`src/hw/rtl/gbn_pkg.sv`:
```
// Shared types and constants for the go-back-n sender window.
// No dependencies; imported by every module of the block.
package gbn_pkg;

	localparam int SEQ_W = 33;
	localparam int OFF_W = 33;
	localparam int LEN_W = 32;
	localparam int PAY_W = 11;
	localparam int WSZ_W = 6;
	localparam int QUEUE_DEPTH = 4;

	localparam logic [WSZ_W-1:0] WINDOW_SIZE_RST = 6'd4;
	localparam logic [LEN_W-1:0] TIMEOUT_RST = 32'd1000;
	localparam logic [LEN_W-1:0] FILE_LENGTH_RST = 32'd0;

	typedef enum logic [1:0] {
		OP_START = 2'd0,
		OP_TICK  = 2'd1,
		OP_ACK   = 2'd2,
		OP_NOP   = 2'd3
	} op_t;

	typedef enum logic [1:0] {
		REG_WINDOW_SIZE = 2'd0,
		REG_TIMEOUT     = 2'd1,
		REG_FILE_LENGTH = 2'd2,
		REG_NONE        = 2'd3
	} reg_idx_t;

	// one queued send or status word between front and back
	typedef struct packed {
		logic             send_valid;
		logic [LEN_W-1:0] seq;
		logic [OFF_W-1:0] off;
		logic             retx;
		logic             done;
		logic             last;
	} word_t;

endpackage

```
`src/hw/rtl/gbn_front.sv`:
```
// Front end: accepts items, updates the window state and issues one word per cycle
// while the queue is not full. Depends on gbn_pkg.
module gbn_front #(
	parameter int CHUNK_BYTES = 1024,
	parameter int WINDOW_MAX = 32
) (
	input  logic                       clk,
	input  logic                       arst_n,
	input  logic                       push,
	output logic                       full,
	input  logic [1:0]                 operation,
	input  logic [gbn_pkg::LEN_W-1:0]  ack_number,
	input  logic                       checksum_ok,
	input  logic [gbn_pkg::WSZ_W-1:0]  window_size,
	input  logic [gbn_pkg::LEN_W-1:0]  timeout_ticks,
	input  logic [gbn_pkg::LEN_W-1:0]  file_length,
	output gbn_pkg::word_t             word,
	output logic                       word_push,
	input  logic                       queue_full
);
	import gbn_pkg::*;

	localparam int W_W = $clog2(WINDOW_MAX + 1);
	localparam int SUM_W = SEQ_W + 1;
	localparam int CMP_W = W_W + WSZ_W;
	localparam logic [OFF_W-1:0] CHUNK_OFF = OFF_W'(CHUNK_BYTES);
	localparam logic [W_W-1:0] WMAX = W_W'(WINDOW_MAX);

	typedef enum logic [1:0] {
		ST_IDLE,
		ST_FILL,
		ST_RESEND,
		ST_STATUS
	} state_t;

	state_t            state_q;
	logic [SEQ_W-1:0]  base_q;
	logic [SEQ_W-1:0]  next_q;
	logic [OFF_W-1:0]  off_next_q;
	logic [LEN_W-1:0]  elapsed_q;
	logic              active_q;
	logic              fin_q;
	logic [SEQ_W-1:0]  cur_q;
	logic [OFF_W-1:0]  cur_off_q;

	logic [W_W-1:0]    w_eff;
	logic [OFF_W-1:0]  len_ext;
	logic [SUM_W-1:0]  lim;
	logic [SUM_W-1:0]  next_ext;
	logic              can_send;
	logic              can_more;
	logic [OFF_W-1:0]  off_adv;
	logic [SEQ_W-1:0]  ack_ext;
	logic              ack_good;
	logic [SEQ_W-1:0]  base_new;
	logic              pc_hit;
	logic [LEN_W-1:0]  el_inc;
	logic [W_W-1:0]    span;
	logic [OFF_W-1:0]  rs_off;
	logic              busy;
	op_t               op;

	always_comb begin
		if (window_size == '0) begin
			w_eff = W_W'(1);
		end else if (CMP_W'(window_size) > CMP_W'(WINDOW_MAX)) begin
			w_eff = WMAX;
		end else begin
			w_eff = W_W'(window_size);
		end
	end

	assign op       = op_t'(operation);
	assign len_ext  = OFF_W'(file_length);
	assign lim      = SUM_W'(base_q) + SUM_W'(w_eff);
	assign next_ext = SUM_W'(next_q);
	assign off_adv  = off_next_q + CHUNK_OFF;
	assign can_send = (off_next_q < len_ext) && (next_ext < lim);
	assign can_more = (off_adv < len_ext) && ((next_ext + SUM_W'(1)) < lim);
	assign ack_ext  = SEQ_W'(ack_number);
	assign ack_good = checksum_ok && (ack_ext >= base_q) && (ack_ext < next_q);
	assign base_new = ack_good ? (ack_ext + SEQ_W'(1)) : base_q;
	assign pc_hit   = (off_next_q >= len_ext) &&
		((next_q == SEQ_W'(1)) || ((off_next_q - CHUNK_OFF) < len_ext));
	assign el_inc   = (&elapsed_q) ? elapsed_q : (elapsed_q + LEN_W'(1));
	assign span     = W_W'(next_q - base_q);
	assign rs_off   = off_next_q - (OFF_W'(span) * CHUNK_OFF);
	assign busy     = (state_q != ST_IDLE);
	assign full     = busy;
	assign word_push = busy;

	always_comb begin
		word = '0;
		word.done = fin_q;
		word.last = 1'b1;
		case (state_q)
			ST_FILL: begin
				if (can_send) begin
					word.send_valid = 1'b1;
					word.seq = next_q[LEN_W-1:0];
					word.off = off_next_q;
					word.last = !can_more;
				end
			end
			ST_RESEND: begin
				word.send_valid = 1'b1;
				word.seq = cur_q[LEN_W-1:0];
				word.off = cur_off_q;
				word.retx = 1'b1;
				word.last = ((cur_q + SEQ_W'(1)) == next_q);
			end
			default: begin
			end
		endcase
	end

	always_ff @(posedge clk or negedge arst_n) begin
		if (!arst_n) begin
			state_q    <= ST_IDLE;
			base_q     <= SEQ_W'(1);
			next_q     <= SEQ_W'(1);
			off_next_q <= '0;
			elapsed_q  <= '0;
			active_q   <= 1'b0;
			fin_q      <= 1'b0;
			cur_q      <= '0;
			cur_off_q  <= '0;
		end else begin
			case (state_q)
				ST_IDLE: begin
					if (push) begin
						state_q <= ST_STATUS;
						case (op)
							OP_START: begin
								base_q     <= SEQ_W'(1);
								next_q     <= SEQ_W'(1);
								off_next_q <= '0;
								elapsed_q  <= '0;
								active_q   <= 1'b1;
								fin_q      <= (file_length == '0);
								if (file_length != '0) begin
									state_q <= ST_FILL;
								end
							end
							OP_TICK: begin
								if (active_q && !fin_q) begin
									if (el_inc > timeout_ticks) begin
										elapsed_q <= '0;
										if (next_q != base_q) begin
											cur_q     <= base_q;
											cur_off_q <= rs_off;
											state_q   <= ST_RESEND;
										end
									end else begin
										elapsed_q <= el_inc;
									end
								end
							end
							OP_ACK: begin
								if (active_q && !fin_q) begin
									base_q <= base_new;
									if ((base_new == next_q) && pc_hit) begin
										fin_q <= 1'b1;
									end else begin
										state_q <= ST_FILL;
									end
								end
							end
							default: begin
							end
						endcase
					end
				end
				ST_FILL: begin
					if (!queue_full) begin
						if (can_send) begin
							next_q     <= next_q + SEQ_W'(1);
							off_next_q <= off_adv;
							elapsed_q  <= '0;
						end
						if (!can_send || !can_more) begin
							state_q <= ST_IDLE;
						end
					end
				end
				ST_RESEND: begin
					if (!queue_full) begin
						cur_q     <= cur_q + SEQ_W'(1);
						cur_off_q <= cur_off_q + CHUNK_OFF;
						if ((cur_q + SEQ_W'(1)) == next_q) begin
							state_q <= ST_IDLE;
						end
					end
				end
				ST_STATUS: begin
					if (!queue_full) begin
						state_q <= ST_IDLE;
					end
				end
				default: begin
					state_q <= ST_IDLE;
				end
			endcase
		end
	end

endmodule

```
`src/hw/rtl/gbn_fifo.sv`:
```
// Short word queue between the front end and the result stage.
// Depends on gbn_pkg for the word type.
module gbn_fifo #(
	parameter int DEPTH = 4
) (
	input  logic            clk,
	input  logic            arst_n,
	input  logic            wr_en,
	input  gbn_pkg::word_t  wr_word,
	output logic            full,
	input  logic            rd_en,
	output gbn_pkg::word_t  rd_word,
	output logic            empty
);
	import gbn_pkg::*;

	localparam int AW = $clog2(DEPTH);
	localparam int CW = $clog2(DEPTH + 1);
	localparam logic [AW-1:0] LAST_PTR = AW'(DEPTH - 1);

	word_t          mem_q [DEPTH];
	logic [AW-1:0]  wr_ptr_q;
	logic [AW-1:0]  rd_ptr_q;
	logic [CW-1:0]  count_q;
	logic           do_wr;
	logic           do_rd;

	assign full    = (count_q == CW'(DEPTH));
	assign empty   = (count_q == '0);
	assign do_wr   = wr_en && !full;
	assign do_rd   = rd_en && !empty;
	assign rd_word = mem_q[rd_ptr_q];

	always_ff @(posedge clk) begin
		if (do_wr) begin
			mem_q[wr_ptr_q] <= wr_word;
		end
	end

	always_ff @(posedge clk or negedge arst_n) begin
		if (!arst_n) begin
			wr_ptr_q <= '0;
			rd_ptr_q <= '0;
			count_q  <= '0;
		end else begin
			if (do_wr) begin
				wr_ptr_q <= (wr_ptr_q == LAST_PTR) ? '0 : (wr_ptr_q + AW'(1));
			end
			if (do_rd) begin
				rd_ptr_q <= (rd_ptr_q == LAST_PTR) ? '0 : (rd_ptr_q + AW'(1));
			end
			if (do_wr && !do_rd) begin
				count_q <= count_q + CW'(1);
			end else if (do_rd && !do_wr) begin
				count_q <= count_q - CW'(1);
			end
		end
	end

endmodule

```
`src/hw/rtl/gbn_back.sv`:
```
// Back end: sizes each send's payload and holds the result word for the consumer.
// Depends on gbn_pkg.
module gbn_back #(
	parameter int CHUNK_BYTES = 1024
) (
	input  logic                       clk,
	input  logic                       arst_n,
	input  gbn_pkg::word_t             q_word,
	input  logic                       q_empty,
	output logic                       q_pop,
	input  logic [gbn_pkg::LEN_W-1:0]  file_length,
	output logic                       empty,
	input  logic                       pop,
	output logic                       send_valid,
	output logic [gbn_pkg::LEN_W-1:0]  sequence_number,
	output logic [gbn_pkg::LEN_W-1:0]  byte_offset,
	output logic [gbn_pkg::PAY_W-1:0]  payload_bytes,
	output logic                       is_retransmit,
	output logic                       transfer_done,
	output logic                       last
);
	import gbn_pkg::*;

	localparam logic [OFF_W-1:0] CHUNK_OFF = OFF_W'(CHUNK_BYTES);

	logic              valid_q;
	logic              sv_q;
	logic [LEN_W-1:0]  seq_q;
	logic [LEN_W-1:0]  off_q;
	logic [PAY_W-1:0]  pay_q;
	logic              retx_q;
	logic              done_q;
	logic              last_q;
	logic [OFF_W-1:0]  len_ext;
	logic [OFF_W-1:0]  rest;
	logic [OFF_W-1:0]  pay_full;
	logic              load;

	assign len_ext = OFF_W'(file_length);
	assign rest    = len_ext - q_word.off;
	assign load    = !q_empty && (!valid_q || pop);
	assign q_pop   = load;

	always_comb begin
		pay_full = '0;
		if (q_word.send_valid && (len_ext > q_word.off)) begin
			pay_full = (rest > CHUNK_OFF) ? CHUNK_OFF : rest;
		end
	end

	always_ff @(posedge clk) begin
		if (load) begin
			sv_q   <= q_word.send_valid;
			seq_q  <= q_word.seq;
			off_q  <= q_word.off[LEN_W-1:0];
			pay_q  <= pay_full[PAY_W-1:0];
			retx_q <= q_word.retx;
			done_q <= q_word.done;
			last_q <= q_word.last;
		end
	end

	always_ff @(posedge clk or negedge arst_n) begin
		if (!arst_n) begin
			valid_q <= 1'b0;
		end else if (load) begin
			valid_q <= 1'b1;
		end else if (pop) begin
			valid_q <= 1'b0;
		end
	end

	assign empty           = !valid_q;
	assign send_valid      = sv_q;
	assign sequence_number = seq_q;
	assign byte_offset     = off_q;
	assign payload_bytes   = pay_q;
	assign is_retransmit   = retx_q;
	assign transfer_done   = done_q;
	assign last            = last_q;

endmodule

```
`src/hw/rtl/go_back_n_sender_window.sv`:
```
// Top level of the go-back-n sender window: config registers, front end, queue, back end.
// Depends on gbn_pkg, gbn_front, gbn_fifo and gbn_back.
//
//   channel   direction  handshake          word
//   input     in         push / full        operation, ack_number, checksum_ok
//   result    out        empty / pop        send_valid .. last
//   config    in         cfg_valid / ready  cfg_index, cfg_data
//
// An item is taken when push meets a low full; then, while the queue is not full, the
// front end queues one word per cycle: one per send (up to the window size) or a single
// status word. full stays high until the last word of the item is queued.
// A full queue stalls the front end; the back end registers each queued word as a result.
// Reset clears the window state and loads the register defaults; cfg_ready is always high.
module go_back_n_sender_window #(
	parameter int CHUNK_BYTES = 1024,
	parameter int WINDOW_MAX = 32
) (
	input  logic                       clk,
	input  logic                       arst_n,
	input  logic                       push,
	output logic                       full,
	input  logic [1:0]                 operation,
	input  logic [gbn_pkg::LEN_W-1:0]  ack_number,
	input  logic                       checksum_ok,
	output logic                       empty,
	input  logic                       pop,
	output logic                       send_valid,
	output logic [gbn_pkg::LEN_W-1:0]  sequence_number,
	output logic [gbn_pkg::LEN_W-1:0]  byte_offset,
	output logic [gbn_pkg::PAY_W-1:0]  payload_bytes,
	output logic                       is_retransmit,
	output logic                       transfer_done,
	output logic                       last,
	input  logic                       cfg_valid,
	output logic                       cfg_ready,
	input  logic [1:0]                 cfg_index,
	input  logic [gbn_pkg::LEN_W-1:0]  cfg_data
);
	import gbn_pkg::*;

	logic [WSZ_W-1:0]  window_size_q;
	logic [LEN_W-1:0]  timeout_q;
	logic [LEN_W-1:0]  file_length_q;
	word_t             f_word;
	logic              f_push;
	logic              q_full;
	word_t             q_word;
	logic              q_empty;
	logic              q_pop;
	reg_idx_t          idx;

	assign cfg_ready = 1'b1;
	assign idx = reg_idx_t'(cfg_index);

	always_ff @(posedge clk or negedge arst_n) begin
		if (!arst_n) begin
			window_size_q <= WINDOW_SIZE_RST;
			timeout_q     <= TIMEOUT_RST;
			file_length_q <= FILE_LENGTH_RST;
		end else if (cfg_valid && cfg_ready) begin
			case (idx)
				REG_WINDOW_SIZE: window_size_q <= cfg_data[WSZ_W-1:0];
				REG_TIMEOUT:     timeout_q <= cfg_data;
				REG_FILE_LENGTH: file_length_q <= cfg_data;
				default: begin
				end
			endcase
		end
	end

	gbn_front #(
		.CHUNK_BYTES(CHUNK_BYTES),
		.WINDOW_MAX(WINDOW_MAX)
	) u_front (
		.clk(clk),
		.arst_n(arst_n),
		.push(push),
		.full(full),
		.operation(operation),
		.ack_number(ack_number),
		.checksum_ok(checksum_ok),
		.window_size(window_size_q),
		.timeout_ticks(timeout_q),
		.file_length(file_length_q),
		.word(f_word),
		.word_push(f_push),
		.queue_full(q_full)
	);

	gbn_fifo #(
		.DEPTH(QUEUE_DEPTH)
	) u_fifo (
		.clk(clk),
		.arst_n(arst_n),
		.wr_en(f_push),
		.wr_word(f_word),
		.full(q_full),
		.rd_en(q_pop),
		.rd_word(q_word),
		.empty(q_empty)
	);

	gbn_back #(
		.CHUNK_BYTES(CHUNK_BYTES)
	) u_back (
		.clk(clk),
		.arst_n(arst_n),
		.q_word(q_word),
		.q_empty(q_empty),
		.q_pop(q_pop),
		.file_length(file_length_q),
		.empty(empty),
		.pop(pop),
		.send_valid(send_valid),
		.sequence_number(sequence_number),
		.byte_offset(byte_offset),
		.payload_bytes(payload_bytes),
		.is_retransmit(is_retransmit),
		.transfer_done(transfer_done),
		.last(last)
	);

	a_take_then_busy: assert property (@(posedge clk) disable iff (!arst_n)
		(push && !full) |=> full)
		else $error("front end did not go busy after taking an item");

	a_status_is_last: assert property (@(posedge clk) disable iff (!arst_n)
		(!empty && !send_valid) |-> last)
		else $error("status word not marked last");

	a_status_zero: assert property (@(posedge clk) disable iff (!arst_n)
		(!empty && !send_valid) |->
		(sequence_number == '0 && payload_bytes == '0 && !is_retransmit))
		else $error("status word carries send fields");

	a_resend_has_seq: assert property (@(posedge clk) disable iff (!arst_n)
		(!empty && is_retransmit) |-> send_valid)
		else $error("resend without a send");

endmodule
```
`config.mk`:
```
export PLATFORM = sky130hd
export DESIGN_NAME = go_back_n_sender_window
export DESIGN_NICKNAME = d
export VERILOG_FILES = /design/src/hw/rtl/gbn_pkg.sv /design/src/hw/rtl/gbn_front.sv /design/src/hw/rtl/gbn_fifo.sv /design/src/hw/rtl/gbn_back.sv /design/src/hw/rtl/go_back_n_sender_window.sv
export SDC_FILE = /design/constraint.sdc
export NUM_CORES = 1
export LEC_CHECK = 0
export BUFFER_PORTS_ARGS = -buffer_cell sky130_fd_sc_hd__buf_2
export CELL_PAD_IN_SITES_DETAIL_PLACEMENT = 0
export CELL_PAD_IN_SITES_GLOBAL_PLACEMENT = 2
export CORE_AREA = 10 10 334 336
export DETAILED_ROUTE_END_ITERATION = 16
export DIE_AREA = 0 0 344 346
export PLACE_DENSITY = 0.82
export SLEW_MARGIN = 20
export SYNTH_ARGS = -nofsm -noshare
export SYNTH_HDL_FRONTEND = slang
export SYNTH_SLANG_ARGS = --single-unit
```
`constraint.sdc`:
```
create_clock -name clk -period 5.3 [get_ports clk]
set_clock_uncertainty 0.2 [all_clocks]
set_input_delay 0.265 -clock clk [delete_from_list [all_inputs] [get_ports clk]]
set_output_delay 0.265 -clock clk [all_outputs]
set_load 0.02 [all_outputs]
```
# --- Word level (Yosys, flattened, before mapping) ---
# Memories as Yosys holds them, arrays and structs flattened.
# Index checks and enable logic that the tools add are counted.
op_classes:
  n_addsub: 16
  order_cmp: 12
  eq_ne: 30
  muxes: 68
  bitwise: 1
  n_reduce_logical: 49
ops:
  columns: ["operator", "count"]
  rows:
  - ["$mux 33", 22]
  - ["$pmux 33 s2", 5]
  - ["$mux 32", 6]
  - ["$pmux 66 s2", 1]
  - ["$pmux 32 s2", 2]
  - ["$lt 33x32->1", 3]
  - ["$add 33x1->33 const B", 2]
  - ["$add 33x11->33 const B", 2]
  - ["$eq 33x33->1", 2]
  - ["$mux 66", 1]
  - ["$add 33x1->34 const B", 1]
  - ["$add 33x6->34", 1]
  - ["$lt 33x34->1", 1]
  - ["$lt 34x34->1", 1]
  - ["$add 32x1->33 const B", 1]
  - ["$eq 33x1->1 const B", 1]
  - ["$ge 32x33->1", 1]
  - ["$ge 33x32->1", 1]
  - ["$gt 32x33->1", 1]
  - ["$gt 33x11->1 const B", 1]
  - ["$lt 32x33->1", 1]
  - ["$ne 33x33->1", 1]
  - ["$sub 32x33->33", 1]
  - ["$sub 33x11->33 const B", 1]
  - ["41 further kinds", 116]
totals:
  reg_bits: 358
  ramBits: 276
  inputBits: 74
  output_inout_bits: 82
  elab_cells: 201
  mem_count: 1
memory_table:
  columns: ["memory", "depth", "word_bits", "rd", "rd_clocked_by_memory_dff", "wr", "line_no", "source"]
  rows:
  - ["u_fifo.mem_q", 4, 69, 1, 0, 1, "gbn_fifo.sv:21", "word_t mem_q [DEPTH];"]

# --- Longest topological paths before layout ---
# Gate-level depths: netlist of run 1.
logic_depth:
  word_depth: 11
  depth_mapped: 28
  depth_no_buf: 27

# --- Hierarchy ---
# Synthesis of run 1 repeated with hierarchy kept, for this count alone.
hier_totals:
  cells_unflattened: 3630
  area_unflattened_um2: 38426.9
by_module_without_submodules:
  columns: ["module", "n_inst", "cells_per_inst", "area_each_um2", "seq_area_each_um2"]
  rows:
  - ["gbn_front", 1, 2645, 20657.3, 4556.9]
  - ["gbn_fifo", 1, 398, 10378.7, 8463.1]
  - ["gbn_back", 1, 436, 4694.5, 2397.3]
  - ["go_back_n_sender_window", 1, 151, 2696.3, 1760.4]

# --- Worst setup path after synthesis of run 1 ---
# Ideal clock, no wire load.
synth_path:
  kind: "register -> register"
  startpoint: "reg u_front.elapsed_q[24]"
  endpoint: "reg u_front.elapsed_q[24]"
  setup_time_ns: 0.096
  arrival_ns: 5.321
  required_time_ns: 5.004
  setup_slack_ns: -0.317
  stages_incl_launch_ff: 23
  path_buffers: 4
  period_less_slack_ns: 5.617
  path_cell_list: "dfrtp_1 and3_1 clkbuf_1 nand4_1 nor4b_2 nor3_1 and4_1 and2_0 and3_1 xor2_1 ha_1 nand4_1 nor2_1 nand4_1 or4b_2 o21ai_0 a21oi_1 or4b_1 clkbuf_1 or2_1 clkbuf_1 clkbuf_1 o31ai_1"
synth_via:
  elab_chain_len: 8
  elab_cells_between_ends: 9
  cone_classes: "add/sub (1); order compare (1); mux (6); reduce/logical (1)"
synth_lines:
  columns: ["element", "line_no", "source"]
  rows:
  - ["start, declared", "gbn_front.sv:40", "logic [LEN_W-1:0] elapsed_q;"]
  - ["start signal, assigned", "gbn_front.sv:155", "elapsed_q <= el_inc;"]
  - ["$add 32x1->32 or $reduce_and 32->1 (tied branches)", "gbn_front.sv:85", "assign el_inc = (&elapsed_q) ? elapsed_q : (elapsed_q + LEN_W'(1));"]
  - ["$mux 32 (*)", "gbn_front.sv:85", null]
  - ["$gt 32x32->1", "gbn_front.sv:147", "if (el_inc > timeout_ticks) begin"]
  - ["$mux 32 (*)", "gbn_front.sv:147", null]
  - ["$mux 32 (*)", "gbn_front.sv:146", "if (active_q && !fin_q) begin"]
  - ["$pmux 32 s2 (*)", "gbn_front.sv:133", "case (op)"]
  - ["$mux 32 (*)", "gbn_front.sv:131", "if (push) begin"]
  - ["$pmux 32 s2 (*)", "gbn_front.sv:129", "case (state_q)"]
# Mark *: on every way between the ends. The rest lies on a longest branch, timed or not. The select of a mux whose other input is x is not followed.
# A chain may end at the register's enable or synchronous reset.

==> results of run 1 <==
## where the power goes
part           switching (mW)  leakage, nW  total [mW]  internal (mW)
registers               0.483         6.22        6.65           6.17
clock network            2.14         1.17        5.09           2.95
logic                    4.37         11.7        7.38           3.01
## metal layers
metal | vias up | routed length, um | global-route usage (%) | share of wire [%]
met2 | 959 | 60900 | 34.64 | 47
met4 | 4 | 4701 | 6.993 | 3.7
li1 | 14110 | - | - | -
met3 | 223 | 7957 | 3.098 | 6.2
met5 | - | 29 | 0 | 0.023
met1 | 14920 | 55100 | 27.40 | 43
## what timing repair did
action	in CTS	in global routing
hold buffers	77	0
hold endpoints to repair	204	0
endpoints found under the setup margin	370	381
cloned	7	10
setup buffers	11	24
pin swaps	39	61
gates resized for setup	91	163
## metrics by stage
stage          setup slack [ns]  total power, mW  hold WS [ns]  std cells  TNS, ns
2_1_floorplan           0.01754            11.26       -0.2306       3528        0
3_3_place_gp            -0.5541            13.77        0.1721       5210  -154.77
3_5_place_dp            -0.6309            13.85        0.1773       5210  -180.98
4_1_cts                -0.01553            19.15       0.01107       5434  -0.1185
5_1_grt                 -0.3676            20.21       0.03687       5464   -99.07
6_report                -0.1104            19.12       0.01697       5467   -9.949
## cell families (layout without fill, tap and decap cells)
kind of cell    after synthesis  after routing  share of synthesized area, %
simple gates               1050           1050                         14.89
compound gates              777            777                         13.64
flops                       570            570                         43.58
buf+inv                     409            954                         4.534
other cells                   1              4                       0.01032
fa+ha+maj                   296            296                         10.29
mux                         142            142                         6.242
xor+xnor                    283            283                         6.824
## worst max-delay path, delay by kind of cell (launching register included)
family	cells	cell delay [ns]
and+or+nand+nor	12	1.75
AOI/OAI and AO/OA	9	1.56
adders and majority gates	3	0.68
buffers and inverters	3	0.47
DFF	1	0.39
xor gates and xnor gates	1	0.15
## cells in the mapped netlist, types with 31 or more instances
master	n	area, um2
edfxtp_1	310	9309
ha_1	290	3628
dfrtp_1	251	6281
nand2_1	251	942.2
o21ai_0	233	1166
inv_1	202	758.2
xnor2_1	185	1620
nand3_1	182	910.9
a21oi_1	174	870.8
clkbuf_1	164	615.6
nor2_1	155	581.8
xor2_1	98	858.3
nand4_1	91	569.3
nor3_1	79	395.4
mux2_2	76	855.8
a21o_1	71	533.0
and3_1	65	406.6
a22o_1	62	543.0
nor4_1	61	381.6
mux4_2	60	1351
o22ai_1	53	331.6
nand2b_1	43	269.0
nor2b_1	31	193.9
## worst paths after layout
path / cells after the start / start / slack, ns / endpoint
worst min register to register: 2 / u_front.base_q[19] / 0.29 / u_front.base_q[19]
worst max register to register: 28 / window_size_q[3] / -0.11 / u_fifo.mem_q[0][53]
worst max-delay path: 28 / window_size_q[3] / -0.11 / u_fifo.mem_q[0][53]
worst min-delay path: 3 / ack_number[8] / 0.02 / u_front.base_q[8]
max in group asynchronous: 3 / arst_n / 3.47 / u_front.cur_q[23]
min in group asynchronous: 2 / arst_n / 0.09 / window_size_q[4]
## placed cells by master, fill, tap and decap left out, types with 62 or more instances in the layout
cell type	n
buf_4	323
edfxtp_1	310
ha_1	287
dfrtp_1	249
nand2_1	246
inv_1	202
xnor2_1	178
o21ai_0	178
nand3_1	171
a21oi_1	164
buf_2	153
nor2_1	148
xor2_1	96
nand4_1	91
clkbuf_16	78
dlygate4sd3_1	77
mux2_2	76
nor3_1	74
a21o_1	70
and3_1	62
## sequential cells by signal, indices dropped and copies added, names as in the netlist, 32 cells and up
register and count:
u_fifo.mem_q 240, u_front.base_q 33, u_front.cur_q 33, u_front.next_q 33, file_length_q 32, timeout_q 32, u_back.sequence_number 32, u_front.elapsed_q 32
## area by class of cell
cell class | instances | area, um2 | area share (%)
multi-input combinational | 2549 | 19850 | 43.32
clock buffer | 81 | 1843 | 4.023
sequential | 570 | 15830 | 34.55
clock inverter | 49 | 623.1 | 1.360
timing repair buffer | 618 | 5149 | 11.24
inverter | 206 | 773.2 | 1.688
antenna | 3 | 7.507 | 0.01639
tap | 1391 | 1740 | 3.799
==> impl_metrics.env, run 1 <==
export IMPL_outcome="complete, but fails checks"
export IMPL_violations="setup timing"
export IMPL_die_height_um=346
export IMPL_ioPinCount=156
export IMPL_track_usage_pct=20.82
export IMPL_cp_slowest_cell="a311oi_4"
export IMPL_path_class="flop to flop"
export IMPL_netlist_instances=3528
export IMPL_setup_viol=170
export IMPL_start_util_pct=34.65
export IMPL_die_area_um2=119000
export IMPL_stdcell_area_um2=45820
export IMPL_nFillCells=10060
export IMPL_yosysUniqueCellTypes=92
export IMPL_overflow=0
export IMPL_min_path_type="input port to flop"
export IMPL_tightest_slew_ns=1.129
export IMPL_min_period_ns=5.410
export IMPL_critPathMostFrequentCell="nor2_1"
export IMPL_htree_levels=3
export IMPL_yosysSeqAreaShare_pct=43.58
export IMPL_synth_avg_cell_area_um2=10.29
export IMPL_drv_cap=0
export IMPL_cts_tree="built"
export IMPL_via_per_inst=5.527
export IMPL_placed_cell_area_um2=40820
export IMPL_grt_pass1_vias=29560
export IMPL_die_x_um=344
export IMPL_critPathRequiredTime_ns=5.51
export IMPL_vias=30220
export IMPL_rsz0062_at_grt="true"
export IMPL_root_buffer="clkbuf_16"
export IMPL_synth_seq_cells=570
export IMPL_grt_antenna_before_repair=6
export IMPL_fmax_ghz=0.1848
export IMPL_totalWireLength_mm=128.7
export IMPL_drtIter0Drc=2420
export IMPL_path_max_fanout=7
export IMPL_syn_area_um2=36320
export IMPL_syn_num_nets=3897
export IMPL_path_clk_slew_ns=0.06
export IMPL_yosysWarnings=0
export IMPL_design_core_area_um2=104800
export IMPL_grt_pass1_wl_mm=190.6
export IMPL_clk_latency_ns=0.67
export IMPL_wire_per_inst_um=23.54
export IMPL_cp_arrival_ns=5.62
export IMPL_drive_gt1_share_pct=24.01
export IMPL_firstDrtPassIters=6
export IMPL_cts_sinks=570
export IMPL_synth_ff_type="edfxtp_1"
export IMPL_gp_congestion=0.9551
export IMPL_endpoint_kind="flop"
export IMPL_crit_path_max_incr_delay_ns=0.47
export IMPL_nets=4384
export IMPL_rows=119
export IMPL_hold_viol=0
export IMPL_cts_made_buffers=70
export IMPL_synth_edf_count=310
export IMPL_port_buffers=154
export IMPL_drtAntennaViolNets=0
export IMPL_ir_worst_vdd_v=0.0003062
export IMPL_postLayoutCoreUtil_pct=43.71
export IMPL_grt_max_degree=98
export IMPL_finalWorstSetupSlack_ns=-0.1104
export IMPL_post_route_period_util_pct=102.1
export IMPL_area_growth_pct=26.14
export IMPL_start_kind="flop"
export IMPL_slew_violations=0
export IMPL_drcViolationCount=0
export IMPL_slew_headroom_pct=24.54
export IMPL_clock_path_buffers=3
export IMPL_power_density_nw_per_um2=417.4
export IMPL_async_reset_ff_share_pct=45.61
export IMPL_leakagePower_nw=19.11
export IMPL_dp_hpwl_mm=95.15
Note: power is estimated with default switching activity, not from simulation.
==> inputs of run 2 (changes only) <==
Settings changed: BUFFER_PORTS_ARGS -buffer_cell sky130_fd_sc_hd__buf_2 to -buffer_cell sky130_fd_sc_hd__buf_4, CORE_AREA 10 10 334 336 to 10 10 321 323, DIE_AREA 0 0 344 346 to 0 0 331 333, PLACE_DENSITY 0.82 to 0.87.
==> run 2 against run 1 <==
Clock power grew 3%. Fmax grew 1.5%. Global-route usage grew 1.5 points. Clock-buffer cell count grew 4. Register-to-register slack gained 0.08 ns. Cell area grew 2.2%. Critical path depth grew 2. Total power grew 1.3%. Sequential power grew 0.8%. The run still ends with setup timing left. Sequential cell count is the same. Routed wire length grew 1.2%. Sequential share of layout area shrank 0.74 points.
==> impl_metrics.env, run 2 (same netlist as run 1, synthesis figures left out) <==
export IMPL_outcome="complete, but fails checks"
export IMPL_violations="setup timing"
export IMPL_place_inst=5105
export IMPL_power_switching_mw=6.966
export IMPL_cp_arrival_ns=5.72
export IMPL_start_util_pct=37.72
export IMPL_track_usage_pct=22.29
export IMPL_design_core_area_um2=96280
export IMPL_path_max_fanout=6
export IMPL_rows=114
export IMPL_totalWireLength_mm=130.2
export IMPL_cp_slowest_cell="dfstp_2"
export IMPL_placed_cell_area_um2=41120
export IMPL_cts_sinks=570
export IMPL_drtAntennaViolNets=0
export IMPL_p_seq_share_pct=34.6
export IMPL_finalWorstSetupSlack_ns=-0.02882
export IMPL_layout_common_cells="buf_4, edfxtp_1, ha_1, dfrtp_1, nand2_1"
export IMPL_swShare_pct=35.97
export IMPL_wire_per_inst_um=24.23
export IMPL_fin_total_pwr_mw=19.37
export IMPL_slew_violations=0
export IMPL_path_clk_slew_ns=0.06
export IMPL_drv_cap=0
export IMPL_gp_congestion=0.9715
export IMPL_leakagePower_nw=19.58
export IMPL_post_route_period_util_pct=100.5
export IMPL_comb_power_share_pct=38.5
export IMPL_drcViolationCount=0
export IMPL_path_class="flop to flop"
export IMPL_htree_levels=3
export IMPL_dp_hpwl_mm=94.01
export IMPL_endpoint_kind="flop"
export IMPL_fin_cells=5374
export IMPL_grt_max_degree=150
export IMPL_die_x_um=331
export IMPL_hold_viol=0
export IMPL_stdcell_area_um2=46820
export IMPL_min_period_ns=5.329
export IMPL_start_kind="flop"
export IMPL_clock_path_buffers=3
export IMPL_postLayoutCoreUtil_pct=48.63
export IMPL_area_growth_pct=28.90
export IMPL_firstDrtPassIters=6
export IMPL_tightest_slew_ns=1.385
export IMPL_cts_tree="built"
export IMPL_ioPinCount=156
export IMPL_layout_commonest_cell="buf_4"
export IMPL_die_area_um2=110200
export IMPL_power_density_nw_per_um2=413.7
export IMPL_critPathMostFrequentCell="nor2_1"
export IMPL_port_buffers=154
export IMPL_fmax_ghz=0.1877
export IMPL_ir_worst_vdd_v=0.0004028
export IMPL_overflow=0
export IMPL_root_buffer="clkbuf_16"
export IMPL_clk_latency_ns=0.66
export IMPL_nets=4408
export IMPL_die_height_um=333
export IMPL_cts_made_buffers=70
export IMPL_p_int_mw=12.40
export IMPL_grt_pass1_wl_mm=189.1
export IMPL_via_per_inst=5.693
export IMPL_slew_headroom_pct=7.672
export IMPL_setup_viol=7
export IMPL_r2r_slack_ns=-0.03
export IMPL_hold_ws_ns=0.04702
export IMPL_rsz0062_at_grt="true"
export IMPL_pre_cts_ws_ns=-0.5943
export IMPL_crit_path_max_incr_delay_ns=0.54
export IMPL_drive_gt1_share_pct=26.17
export IMPL_timing_setup_tns_ns=-0.08926
export IMPL_largest_register="u_fifo.mem_q"
export IMPL_largest_reg_flops=240
export IMPL_nFillCells=8772
export IMPL_drtIter0Drc=2395
export IMPL_clock_power_share_pct=26.9
export IMPL_grt_antenna_before_repair=5
export IMPL_critPathRequiredTime_ns=5.70
export IMPL_grt_pass1_vias=29680
export IMPL_min_path_type="input port to flop"
export IMPL_vias=30590
run 2: power by group through the flow:
stage / logic [mW] / registers, mW / clock network, mW
3_5_place_dp: 7.13 / 6.77 / 0
5_1_grt: 8.12 / 6.81 / 5.48
3_3_place_gp: 7.10 / 6.71 / 0
6_report: 7.45 / 6.70 / 5.22
2_1_floorplan: 4.35 / 6.91 / 0
4_1_cts: 7.22 / 6.70 / 5.31
run 2: path summary, 6_finish.rpt:
check,to,startpoint,cells after the start
worst max register to register,u_front.next_q[32],window_size_q[2],30
worst min register to register,u_front.cur_off_q[8],u_front.cur_off_q[8],1
max in group asynchronous,u_fifo.rd_ptr_q[0],arst_n,4
worst min-delay path,timeout_q[0],cfg_index[1],3
min in group asynchronous,u_front.cur_q[29],arst_n,3
worst max-delay path,u_front.next_q[32],window_size_q[2],30
run 2: layout make-up:
| cell class | count | area [um2] | share of cell area [%] |
|---|---|---|---|
| Multi-Input combinational cell | 2550 | 20300 | 43.36 |
| Sequential cell | 570 | 15830 | 33.82 |
| Timing Repair Buffer | 641 | 5791 | 12.37 |
| Clock buffer | 85 | 1858 | 3.969 |
| Tap cell | 1276 | 1597 | 3.410 |
| Inverter | 206 | 773.2 | 1.652 |
| Clock inverter | 44 | 664.4 | 1.419 |
| Antenna cell | 2 | 5.005 | 0.01069 |
run 2: repair_timing:
| item | 4_1_cts | 5_1_grt |
|---|---|---|
| pin swaps | 24 | 77 |
| hold buffers | 82 | 0 |
| cloned | 2 | 24 |
| endpoints found under the setup margin | 369 | 380 |
| resized for setup | 45 | 339 |
| setup buffers | 7 | 27 |
| hold endpoints to repair | 176 | 0 |
run 2: layer usage:
layer	share of wire [%]	GRT usage, %
met4	4.0	8.486
met5	0.010	0
met1	42	29.27
met2	47	36.62
met3	6.6	3.418
run 2: critical path, delay by kind of cell (launching register included):
family | cells | cell delay [ns]
AOI/OAI and AO/OA | 9 | 1.84
buffers and inverters | 6 | 0.92
and+or+nand+nor | 11 | 0.88
adders and majority gates | 3 | 0.81
DFF | 1 | 0.54
xor gates and xnor gates | 1 | 0.07
